[src/sv/bst_pkg.sv]
// shared types, constants and kind codes for the byte stream tokenizer
package bst_pkg;

   localparam int COUNTER_BITS = 16;
   localparam int FIELD_W      = 16;
   localparam int MAX_RESULTS  = 3;

   typedef logic [COUNTER_BITS-1:0] cnt_type;

   typedef enum logic [2:0] {
      KIND_IDENT  = 3'd0,
      KIND_NUMBER = 3'd1,
      KIND_STRING = 3'd2,
      KIND_OPER   = 3'd3,
      KIND_SYMBOL = 3'd4,
      KIND_ERROR  = 3'd5,
      KIND_END    = 3'd6
   } kind_type;

   typedef enum logic [1:0] {
      MODE_IDLE   = 2'd0,
      MODE_IDENT  = 2'd1,
      MODE_NUMBER = 2'd2,
      MODE_STRING = 2'd3
   } mode_type;

   typedef struct packed {
      kind_type kind;
      cnt_type  offset;
      cnt_type  length;
      cnt_type  line;
      cnt_type  column;
   } rec_type;

   // all descriptors caused by one source byte
   typedef struct packed {
      logic [1:0]                 count;
      rec_type [MAX_RESULTS-1:0] recs;
   } group_type;

endpackage

[src/sv/bst_scan.sv]
// scanner: mode and position state, and the descriptors produced by one byte
module bst_scan (
   input  logic                clock,
   input  logic                reset,
   input  logic                advance,
   input  logic [7:0]          in_byte,
   input  logic                end_of_source,
   output bst_pkg::group_type group
);

   localparam logic [7:0] CH_UNDERSCORE = 8'h5f;
   localparam logic [7:0] CH_PLUS       = 8'h2b;
   localparam logic [7:0] CH_MINUS      = 8'h2d;
   localparam logic [7:0] CH_STAR       = 8'h2a;
   localparam logic [7:0] CH_SLASH      = 8'h2f;
   localparam logic [7:0] CH_LBRACE     = 8'h7b;
   localparam logic [7:0] CH_RBRACE     = 8'h7d;
   localparam logic [7:0] CH_SEMI       = 8'h3b;
   localparam logic [7:0] CH_QUOTE      = 8'h22;
   localparam logic [7:0] CH_LF         = 8'h0a;
   localparam logic [7:0] CH_TAB        = 8'h09;
   localparam logic [7:0] CH_CR         = 8'h0d;
   localparam logic [7:0] CH_SPACE      = 8'h20;
   localparam logic [7:0] CH_LOWER_A    = 8'h61;
   localparam logic [7:0] CH_LOWER_Z    = 8'h7a;
   localparam logic [7:0] CH_UPPER_A    = 8'h41;
   localparam logic [7:0] CH_UPPER_Z    = 8'h5a;
   localparam logic [7:0] CH_ZERO       = 8'h30;
   localparam logic [7:0] CH_NINE       = 8'h39;

   localparam bst_pkg::cnt_type CNT_ZERO = '0;
   localparam bst_pkg::cnt_type CNT_ONE  = bst_pkg::cnt_type'(1);

   function automatic bst_pkg::cnt_type sat_inc(input bst_pkg::cnt_type v);
      return (v == '1) ? v : v + CNT_ONE;
   endfunction

   function automatic bst_pkg::rec_type make_rec(
      input bst_pkg::kind_type kind,
      input bst_pkg::cnt_type  offset,
      input bst_pkg::cnt_type  length,
      input bst_pkg::cnt_type  line,
      input bst_pkg::cnt_type  column
   );
      bst_pkg::rec_type r;
      r.kind   = kind;
      r.offset = offset;
      r.length = length;
      r.line   = line;
      r.column = column;
      return r;
   endfunction

   bst_pkg::mode_type mode_ff, mode_in;
   bst_pkg::cnt_type  offset_ff, offset_in;
   bst_pkg::cnt_type  line_ff, line_in;
   bst_pkg::cnt_type  column_ff, column_in;
   bst_pkg::cnt_type  open_offset_ff, open_offset_in;
   bst_pkg::cnt_type  open_line_ff, open_line_in;
   bst_pkg::cnt_type  open_column_ff, open_column_in;

   bst_pkg::cnt_type  offset_next, line_next, column_next;
   bst_pkg::kind_type close_kind, single_kind;
   bst_pkg::rec_type [bst_pkg::MAX_RESULTS-1:0] recs;
   logic [1:0]        n;
   logic              newline;
   logic              is_letter, is_digit, is_space;

   assign is_letter = (in_byte inside {[CH_LOWER_A:CH_LOWER_Z], [CH_UPPER_A:CH_UPPER_Z],
                                        CH_UNDERSCORE});
   assign is_digit  = (in_byte inside {[CH_ZERO:CH_NINE]});
   assign is_space  = (in_byte inside {CH_SPACE, [CH_TAB:CH_CR]});

   always_comb begin
      if (in_byte inside {CH_PLUS, CH_MINUS, CH_STAR, CH_SLASH}) begin
         single_kind = bst_pkg::KIND_OPER;
      end else if (in_byte inside {CH_LBRACE, CH_RBRACE, CH_SEMI}) begin
         single_kind = bst_pkg::KIND_SYMBOL;
      end else begin
         single_kind = bst_pkg::KIND_ERROR;
      end
   end

   always_comb begin
      newline        = 1'b0;
      n              = '0;
      recs           = '0;
      close_kind     = bst_pkg::KIND_STRING;
      mode_in        = mode_ff;
      open_offset_in = open_offset_ff;
      open_line_in   = open_line_ff;
      open_column_in = open_column_ff;

      if (mode_ff == bst_pkg::MODE_STRING) begin
         if (in_byte == CH_QUOTE) begin
            recs[n] = make_rec(bst_pkg::KIND_STRING, open_offset_ff,
                               sat_inc(bst_pkg::cnt_type'(offset_ff - open_offset_ff)),
                               open_line_ff, open_column_ff);
            n       = n + 2'd1;
            mode_in = bst_pkg::MODE_IDLE;
         end
      end else begin
         // a byte that cannot extend the open token closes it and is then scanned afresh
         if (mode_ff == bst_pkg::MODE_IDENT && !(is_letter || is_digit)) begin
            recs[n] = make_rec(bst_pkg::KIND_IDENT, open_offset_ff,
                               bst_pkg::cnt_type'(offset_ff - open_offset_ff),
                               open_line_ff, open_column_ff);
            n       = n + 2'd1;
            mode_in = bst_pkg::MODE_IDLE;
         end else if (mode_ff == bst_pkg::MODE_NUMBER && !is_digit) begin
            recs[n] = make_rec(bst_pkg::KIND_NUMBER, open_offset_ff,
                               bst_pkg::cnt_type'(offset_ff - open_offset_ff),
                               open_line_ff, open_column_ff);
            n       = n + 2'd1;
            mode_in = bst_pkg::MODE_IDLE;
         end
         if (mode_in == bst_pkg::MODE_IDLE) begin
            if (is_space) begin
               newline = (in_byte == CH_LF);
            end else if (is_letter || is_digit || in_byte == CH_QUOTE) begin
               if (is_letter) begin
                  mode_in = bst_pkg::MODE_IDENT;
               end else if (is_digit) begin
                  mode_in = bst_pkg::MODE_NUMBER;
               end else begin
                  mode_in = bst_pkg::MODE_STRING;
               end
               open_offset_in = offset_ff;
               open_line_in   = line_ff;
               open_column_in = column_ff;
            end else begin
               recs[n] = make_rec(single_kind, offset_ff, CNT_ONE, line_ff, column_ff);
               n       = n + 2'd1;
            end
         end
      end

      // end of source closes an open token, flagged byte included
      if (end_of_source && mode_in != bst_pkg::MODE_IDLE) begin
         case (mode_in)
            bst_pkg::MODE_IDENT:  close_kind = bst_pkg::KIND_IDENT;
            bst_pkg::MODE_NUMBER: close_kind = bst_pkg::KIND_NUMBER;
            default:              close_kind = bst_pkg::KIND_STRING;
         endcase
         recs[n] = make_rec(close_kind, open_offset_in,
                            sat_inc(bst_pkg::cnt_type'(offset_ff - open_offset_in)),
                            open_line_in, open_column_in);
         n       = n + 2'd1;
         mode_in = bst_pkg::MODE_IDLE;
      end

      offset_next = sat_inc(offset_ff);
      if (newline) begin
         line_next   = sat_inc(line_ff);
         column_next = CNT_ONE;
      end else begin
         line_next   = line_ff;
         column_next = sat_inc(column_ff);
      end

      offset_in = offset_next;
      line_in   = line_next;
      column_in = column_next;

      if (end_of_source) begin
         recs[n] = make_rec(bst_pkg::KIND_END, offset_next, CNT_ZERO, line_next, column_next);
         n       = n + 2'd1;
         // next byte starts a new source
         mode_in        = bst_pkg::MODE_IDLE;
         offset_in      = CNT_ZERO;
         line_in        = CNT_ONE;
         column_in      = CNT_ONE;
         open_offset_in = CNT_ZERO;
         open_line_in   = CNT_ONE;
         open_column_in = CNT_ONE;
      end

      group.count = n;
      group.recs  = recs;
   end

   always_ff @(posedge clock) begin
      if (reset) begin
         mode_ff        <= bst_pkg::MODE_IDLE;
         offset_ff      <= CNT_ZERO;
         line_ff        <= CNT_ONE;
         column_ff      <= CNT_ONE;
         open_offset_ff <= CNT_ZERO;
         open_line_ff   <= CNT_ONE;
         open_column_ff <= CNT_ONE;
      end else if (advance) begin
         mode_ff        <= mode_in;
         offset_ff      <= offset_in;
         line_ff        <= line_in;
         column_ff      <= column_in;
         open_offset_ff <= open_offset_in;
         open_line_ff   <= open_line_in;
         open_column_ff <= open_column_in;
      end
   end

endmodule

[src/sv/bst_emit.sv]
// result register: holds one byte's descriptors and sends them one per transaction
module bst_emit (
   input  logic                clock,
   input  logic                reset,
   input  logic                load,
   input  bst_pkg::group_type  group,
   output logic                can_load,
   output logic                rsp_valid,
   input  logic                rsp_stall,
   output logic [2:0]          rsp_token_kind,
   output logic [15:0]         rsp_start_offset,
   output logic [15:0]         rsp_token_length,
   output logic [15:0]         rsp_start_line,
   output logic [15:0]         rsp_start_column,
   output logic                rsp_last_of_run
);

   function automatic logic [bst_pkg::FIELD_W-1:0] to_field(input bst_pkg::cnt_type v);
      logic [bst_pkg::FIELD_W+bst_pkg::COUNTER_BITS-1:0] wide;
      wide = {{bst_pkg::FIELD_W{1'b0}}, v};
      return wide[bst_pkg::FIELD_W-1:0];
   endfunction

   bst_pkg::group_type grp_ff, grp_in;
   logic               valid_ff, valid_in;
   logic [1:0]         idx_ff, idx_in;
   bst_pkg::rec_type   cur;
   logic               take, is_last;

   assign cur      = grp_ff.recs[idx_ff];
   assign is_last  = (idx_ff == grp_ff.count - 2'd1);
   assign take     = valid_ff && !rsp_stall;
   assign can_load = !valid_ff || (take && is_last);

   always_comb begin
      grp_in   = grp_ff;
      valid_in = valid_ff;
      idx_in   = idx_ff;
      if (load) begin
         grp_in   = group;
         idx_in   = '0;
         // a byte with no descriptors leaves nothing to send
         valid_in = (group.count != 2'd0);
      end else if (take) begin
         if (is_last) begin
            valid_in = 1'b0;
         end else begin
            idx_in = idx_ff + 2'd1;
         end
      end
   end

   always_ff @(posedge clock) begin
      if (reset) begin
         valid_ff <= 1'b0;
         idx_ff   <= '0;
      end else begin
         valid_ff <= valid_in;
         idx_ff   <= idx_in;
      end
      grp_ff <= grp_in;
   end

   assign rsp_valid        = valid_ff;
   assign rsp_token_kind   = cur.kind;
   assign rsp_start_offset = to_field(cur.offset);
   assign rsp_token_length = to_field(cur.length);
   assign rsp_start_line   = to_field(cur.line);
   assign rsp_start_column = to_field(cur.column);
   assign rsp_last_of_run  = is_last;

endmodule

[src/sv/byte_stream_tokenizer.sv]
// top level of the byte stream tokenizer: input register, scanner and result register
//
// Takes one source byte per req_ transaction and returns token descriptors on
// the rsp_ channel: kind, start offset, length, start line and start column.
// A transaction moves when valid is high and stall is low at a rising edge.
// Set req_end_of_source on the last byte of a source: it closes any open token
// and adds an end token, then all counters restart for the next source.
// Each byte gives zero to three descriptors; rsp_last_of_run marks the final
// one caused by a byte.
// An accepted byte waits in the input register until the result register
// can load; its descriptors are then registered there and offered on rsp_.
// Throughput: one byte per cycle while each byte gives at most one
// descriptor and rsp_stall is low; a byte with more descriptors holds the
// input, as the result register sends at most one descriptor per cycle.
// While rsp_stall is high the offered descriptor holds; req_stall rises while
// the input register is full and the result register cannot load.
// Synchronous reset empties both registers and returns line and column to 1
// and offset to 0; no transaction is offered in the cycle after reset.
module byte_stream_tokenizer (
   input  logic        clock,
   input  logic        reset,
   input  logic        req_valid,
   output logic        req_stall,
   input  logic [7:0]  req_in_byte,
   input  logic        req_end_of_source,
   output logic        rsp_valid,
   input  logic        rsp_stall,
   output logic [2:0]  rsp_token_kind,
   output logic [15:0] rsp_start_offset,
   output logic [15:0] rsp_token_length,
   output logic [15:0] rsp_start_line,
   output logic [15:0] rsp_start_column,
   output logic        rsp_last_of_run
);

   logic               in_valid_ff, in_valid_in;
   logic [7:0]         byte_ff, byte_in;
   logic               eos_ff, eos_in;
   logic               advance, can_load, accept;
   bst_pkg::group_type group;

   assign advance   = in_valid_ff && can_load;
   assign req_stall = in_valid_ff && !can_load;
   assign accept    = req_valid && !req_stall;

   always_comb begin
      in_valid_in = in_valid_ff;
      byte_in     = byte_ff;
      eos_in      = eos_ff;
      if (accept) begin
         in_valid_in = 1'b1;
         byte_in     = req_in_byte;
         eos_in      = req_end_of_source;
      end else if (advance) begin
         in_valid_in = 1'b0;
      end
   end

   always_ff @(posedge clock) begin
      if (reset) begin
         in_valid_ff <= 1'b0;
      end else begin
         in_valid_ff <= in_valid_in;
      end
      byte_ff <= byte_in;
      eos_ff  <= eos_in;
   end

   bst_scan u_scan (
      .clock         (clock),
      .reset         (reset),
      .advance       (advance),
      .in_byte       (byte_ff),
      .end_of_source (eos_ff),
      .group         (group)
   );

   bst_emit u_emit (
      .clock            (clock),
      .reset            (reset),
      .load             (advance),
      .group            (group),
      .can_load         (can_load),
      .rsp_valid        (rsp_valid),
      .rsp_stall        (rsp_stall),
      .rsp_token_kind   (rsp_token_kind),
      .rsp_start_offset (rsp_start_offset),
      .rsp_token_length (rsp_token_length),
      .rsp_start_line   (rsp_start_line),
      .rsp_start_column (rsp_start_column),
      .rsp_last_of_run  (rsp_last_of_run)
   );

endmodule

[config.mk]
export PLATFORM = sky130hd
export DESIGN_NAME = byte_stream_tokenizer
export DESIGN_NICKNAME = d
export VERILOG_FILES = /design/src/sv/bst_pkg.sv /design/src/sv/bst_scan.sv /design/src/sv/bst_emit.sv /design/src/sv/byte_stream_tokenizer.sv
export SDC_FILE = /design/constraint.sdc
export NUM_CORES = 1
export LEC_CHECK = 0
export BUFFER_PORTS_ARGS = -buffer_cell sky130_fd_sc_hd__clkbuf_2
export CAP_MARGIN = 20
export CORE_ASPECT_RATIO = 0.6
export CORE_MARGIN = 2
export CORE_UTILIZATION = 35
export CTS_CLUSTER_DIAMETER = 80
export DETAILED_ROUTE_END_ITERATION = 12
export GPL_ROUTABILITY_DRIVEN = 0
export SYNTH_ARGS = -nofsm -noshare
export SYNTH_HDL_FRONTEND = slang
export SYNTH_SLANG_ARGS = --single-unit
[constraint.sdc]
create_clock -name clock -period 6 [get_ports clock]
set_input_delay 0.9 -clock clock [delete_from_list [all_inputs] [get_ports clock]]
set_output_delay 0.9 -clock clock [all_outputs]
set_load 0.005 [all_outputs]
==> metrics.cfg <==
[cts]
cts_max_path_buffers = 3
cts-htree-levels = 1
path_clk_slew_ns = 0.07
insertion_delay_ns = 0.60
cts_buffers = 31
cts.sinks = 314
cts_root_buf = clkbuf_16
holdBufCountCts = 0
cts_tree = yes

[logic_synthesis]
netlist_top_cells_area = edfxtp_1 33%, dfxtp_1 11%, mux2i_1 5.7%, o21ai_0 5.1%, nand2_1 4.1%
ys_dominant_reg_cell = edfxtp_1
syn-num-nets = 2176
synth_top_area_share_pct = 32.9
async_flop_share_pct = 0
syn_area_per_cell_um2 = 9.12
synth_area_leader_cell = edfxtp_1
synth_seq_cells = 314
synthDistinctLibCells = 100
yosysWarnings = 0
synth_area_um2 = 19300
synth_cells = 2121
ys_seq_area_share_pct = 43.5
synth_enable_flop_cells = 212

[cells_and_area]
nFillCells = 5331
diodes = 0
multi_input_area_um2 = 10100
fin_nets = 2184
final_util_pct = 39.9
area_growth_pct = 12.2
final-seq-area_um2 = 8410
drive_above_1_share_pct = 12.3

[sta]
tightest_slew_ns = 1.34
worst_slack_ns = 0.316
fin_crit_sh_pct = 94.7
max_slew_margin_pct = 10.4
finClkSkew_ns = 0.0223
rsz0062_at_grt = no
finalHoldViolCount = 0
fin_crit_ns = 5.68
final_max_slew_viol_count = 0
fmaxAchievable_mhz = 176
setup_viol = 0
setup_tns_ns = 0

[route]
first_pass_iters = 6
routedWlPerCell_um = 22.8
vias = 17545
wl_um = 65300
vias_per_cell = 6.12
drc = 0
final_antenna_net_count = 0
drtIter0Drc = 2229

[setup_path]
cp_data_required_time_ns = 6.30
worstPathArrival_ns = 5.98
r2r_slack_ns = 0.32
worstSetupStartpointType = flop
regToRegEndpoint = u_emit.grp_ff[32]
r2r-start = byte_ff[2]
endpoint_kind = flop
cp-startpoint = byte_ff[2]
crit_path_max_fanout = 18
endpoint = u_emit.grp_ff[32]
critPathKind = flop to flop
rr_worst_depth = 21

[run_status]
status = finished, final reports clean

[global_route]
track_usage_pct = 22.3
grt_pass1_wl_um = 98900
grt-ovfl-total = 0
antenna_found_initial = 0
grt_max_degree = 211
grt_pass1_vias = 16064

[die]
coreArea_um2 = 54400
row_count = 66
die_w_um = 308
initial_core_util_pct = 35.6
die_y_um = 186
ios = 83
dieArea_um2 = 57200

[place]
hpwl_um = 44200
dp_slack_ns = 0.339
io_buffers = 82

[job]
maxCapViolCount = 0

[power_and_ir_drop]
total_leakage_power_nw = 7.62
ir_worst_vdd_mv = 0.251
power_mw = 5.27
power.density_nw_per_um2 = 243

[hold_path]
hold_depth = 1
hp-class = primary input to flop

-- where the power goes --
part           switching, mW  internal, mW
Clock                  0.894          1.22
Sequential            0.0383          2.43
Combinational          0.474         0.207
Total                   1.41          3.86
-- through the flow --
step | hold WS [ns] | std cells | area, µm²
2_1_floorplan | 0.448 | 2121 | 19400
3_3_place_gp | 0.467 | 2806 | 20600
3_5_place_dp | 0.494 | 2807 | 20600
4_1_cts | 0.445 | 2865 | 21700
5_1_grt | 0.463 | 2868 | 21700
6_report | 0.474 | 2868 | 21700
-- registers in the layout, indices dropped and copies added (netlist names) --
| name | flops |
|---|---|
| u_emit.grp_ff | 203 |
| u_scan.column_ff | 16 |
| u_scan.line_ff | 16 |
| u_scan.offset_ff | 16 |
| u_scan.open_column_ff | 16 |
| u_scan.open_line_ff | 16 |
| u_scan.open_offset_ff | 16 |
| byte_ff | 8 |
| u_emit.idx_ff | 2 |
| u_scan.mode_ff | 2 |
| eos_ff | 1 |
| in_valid_ff | 1 |
| u_emit.rsp_valid | 1 |
-- cell families (layout without fill, tap and decap cells) --
group / after synthesis / after routing / synth area share, %
xor gates and xnor gates: 50 / 50 / 2.36
buffers and inverters: 241 / 274 / 4.85
AOI/OAI and AO/OA: 690 / 690 / 23.8
DFF: 314 / 314 / 43.5
muxes: 112 / 112 / 5.80
adders and majority gates: 42 / 42 / 2.79
and+or+nand+nor: 672 / 672 / 16.9
-- synthesized netlist by cell type (50+ instances only) --
| master | count |
|---|---|
| a21oi_1 | 152 |
| a221oi_1 | 73 |
| clkbuf_1 | 156 |
| dfxtp_1 | 102 |
| edfxtp_1 | 212 |
| inv_1 | 61 |
| mux2i_1 | 111 |
| nand2_1 | 212 |
| nand3_1 | 60 |
| nor2_1 | 176 |
| o21ai_0 | 196 |
| o22ai_1 | 50 |
-- what timing repair did --
item	4_1_cts	5_1_grt
setup buffers	0	2
resized for setup	0	2
setup endpoints to repair	0	19
-- cell type report --
cell class                      count  area share [%]
Tap cell                          714            4.11
Multi-Input combinational cell   1566            46.4
Clock inverter                     24            1.32
Inverter                           63            1.11
Clock buffer                       34            3.67
Timing Repair Buffer              153            4.65
Sequential cell                   314            38.7
-- layout by cell type, fill, tap and decap left out, types with 12 or more instances in the layout --
cell type	synthesis	final
edfxtp_1	212	212
nand4_1	17	17
and2_1	16	14
clkinv_2	0	12
a31oi_1	17	17
nand2_1	212	212
nor2b_1	14	13
o22ai_1	50	49
a21oi_1	152	152
a21o_1	18	18
nor3_1	41	40
clkbuf_16	0	31
dfxtp_1	102	100
inv_1	61	60
mux2i_1	111	111
buf_4	0	65
clkbuf_2	0	82
and3_1	20	20
a221oi_1	73	73
a211oi_1	14	14
xnor2_1	24	24
nand3_1	60	60
nor2_1	176	172
o21ai_0	196	194
xor2_1	25	25
a22o_1	36	36
nand2b_1	35	35
ha_1	40	40
or3_1	15	15
-- layer usage --
metal	global-route usage (%)	vias up	part of all wire (%)
li1	-	7999	-
met1	34.3	8468	47
met2	30.1	997	39
met3	6.89	81	13
met4	4.27	0	1.5
met5	0	-	0
-- worst min-delay path by stage --
stage | startpoint | end | slack (ns)
2_1_floorplan | u_scan.open_line_ff[3] | u_scan.open_line_ff[3] | 0.45
3_3_place_gp | u_scan.open_line_ff[3] | u_scan.open_line_ff[3] | 0.47
3_5_place_dp | u_scan.open_line_ff[8] | u_scan.open_line_ff[8] | 0.49
4_1_cts | req_in_byte[6] | byte_ff[6] | 0.44
5_1_grt | req_in_byte[5] | byte_ff[5] | 0.46
6_report | req_in_byte[5] | byte_ff[5] | 0.47
-- worst max-delay path, cell delays in order, from the launching register on --
cell	delay, ns
edfxtp_1	0.50
or3_4	0.46
o311a_4	0.36
and3_4	0.20
nor2_4	0.13
nor2_1	0.06
a21oi_1	0.18
inv_1	0.10
ha_1	0.21
fa_1	0.52
nor2b_1	0.20
nor4_1	0.07
a2111oi_0	0.44
nor3b_1	0.14
o31ai_2	0.42
buf_4	0.23
nand4_2	0.19
nor4_4	0.31
buf_4	0.18
buf_4	0.23
xnor2_4	0.15
a211oi_2	0.09
Note: power is estimated with default switching activity, not from simulation.
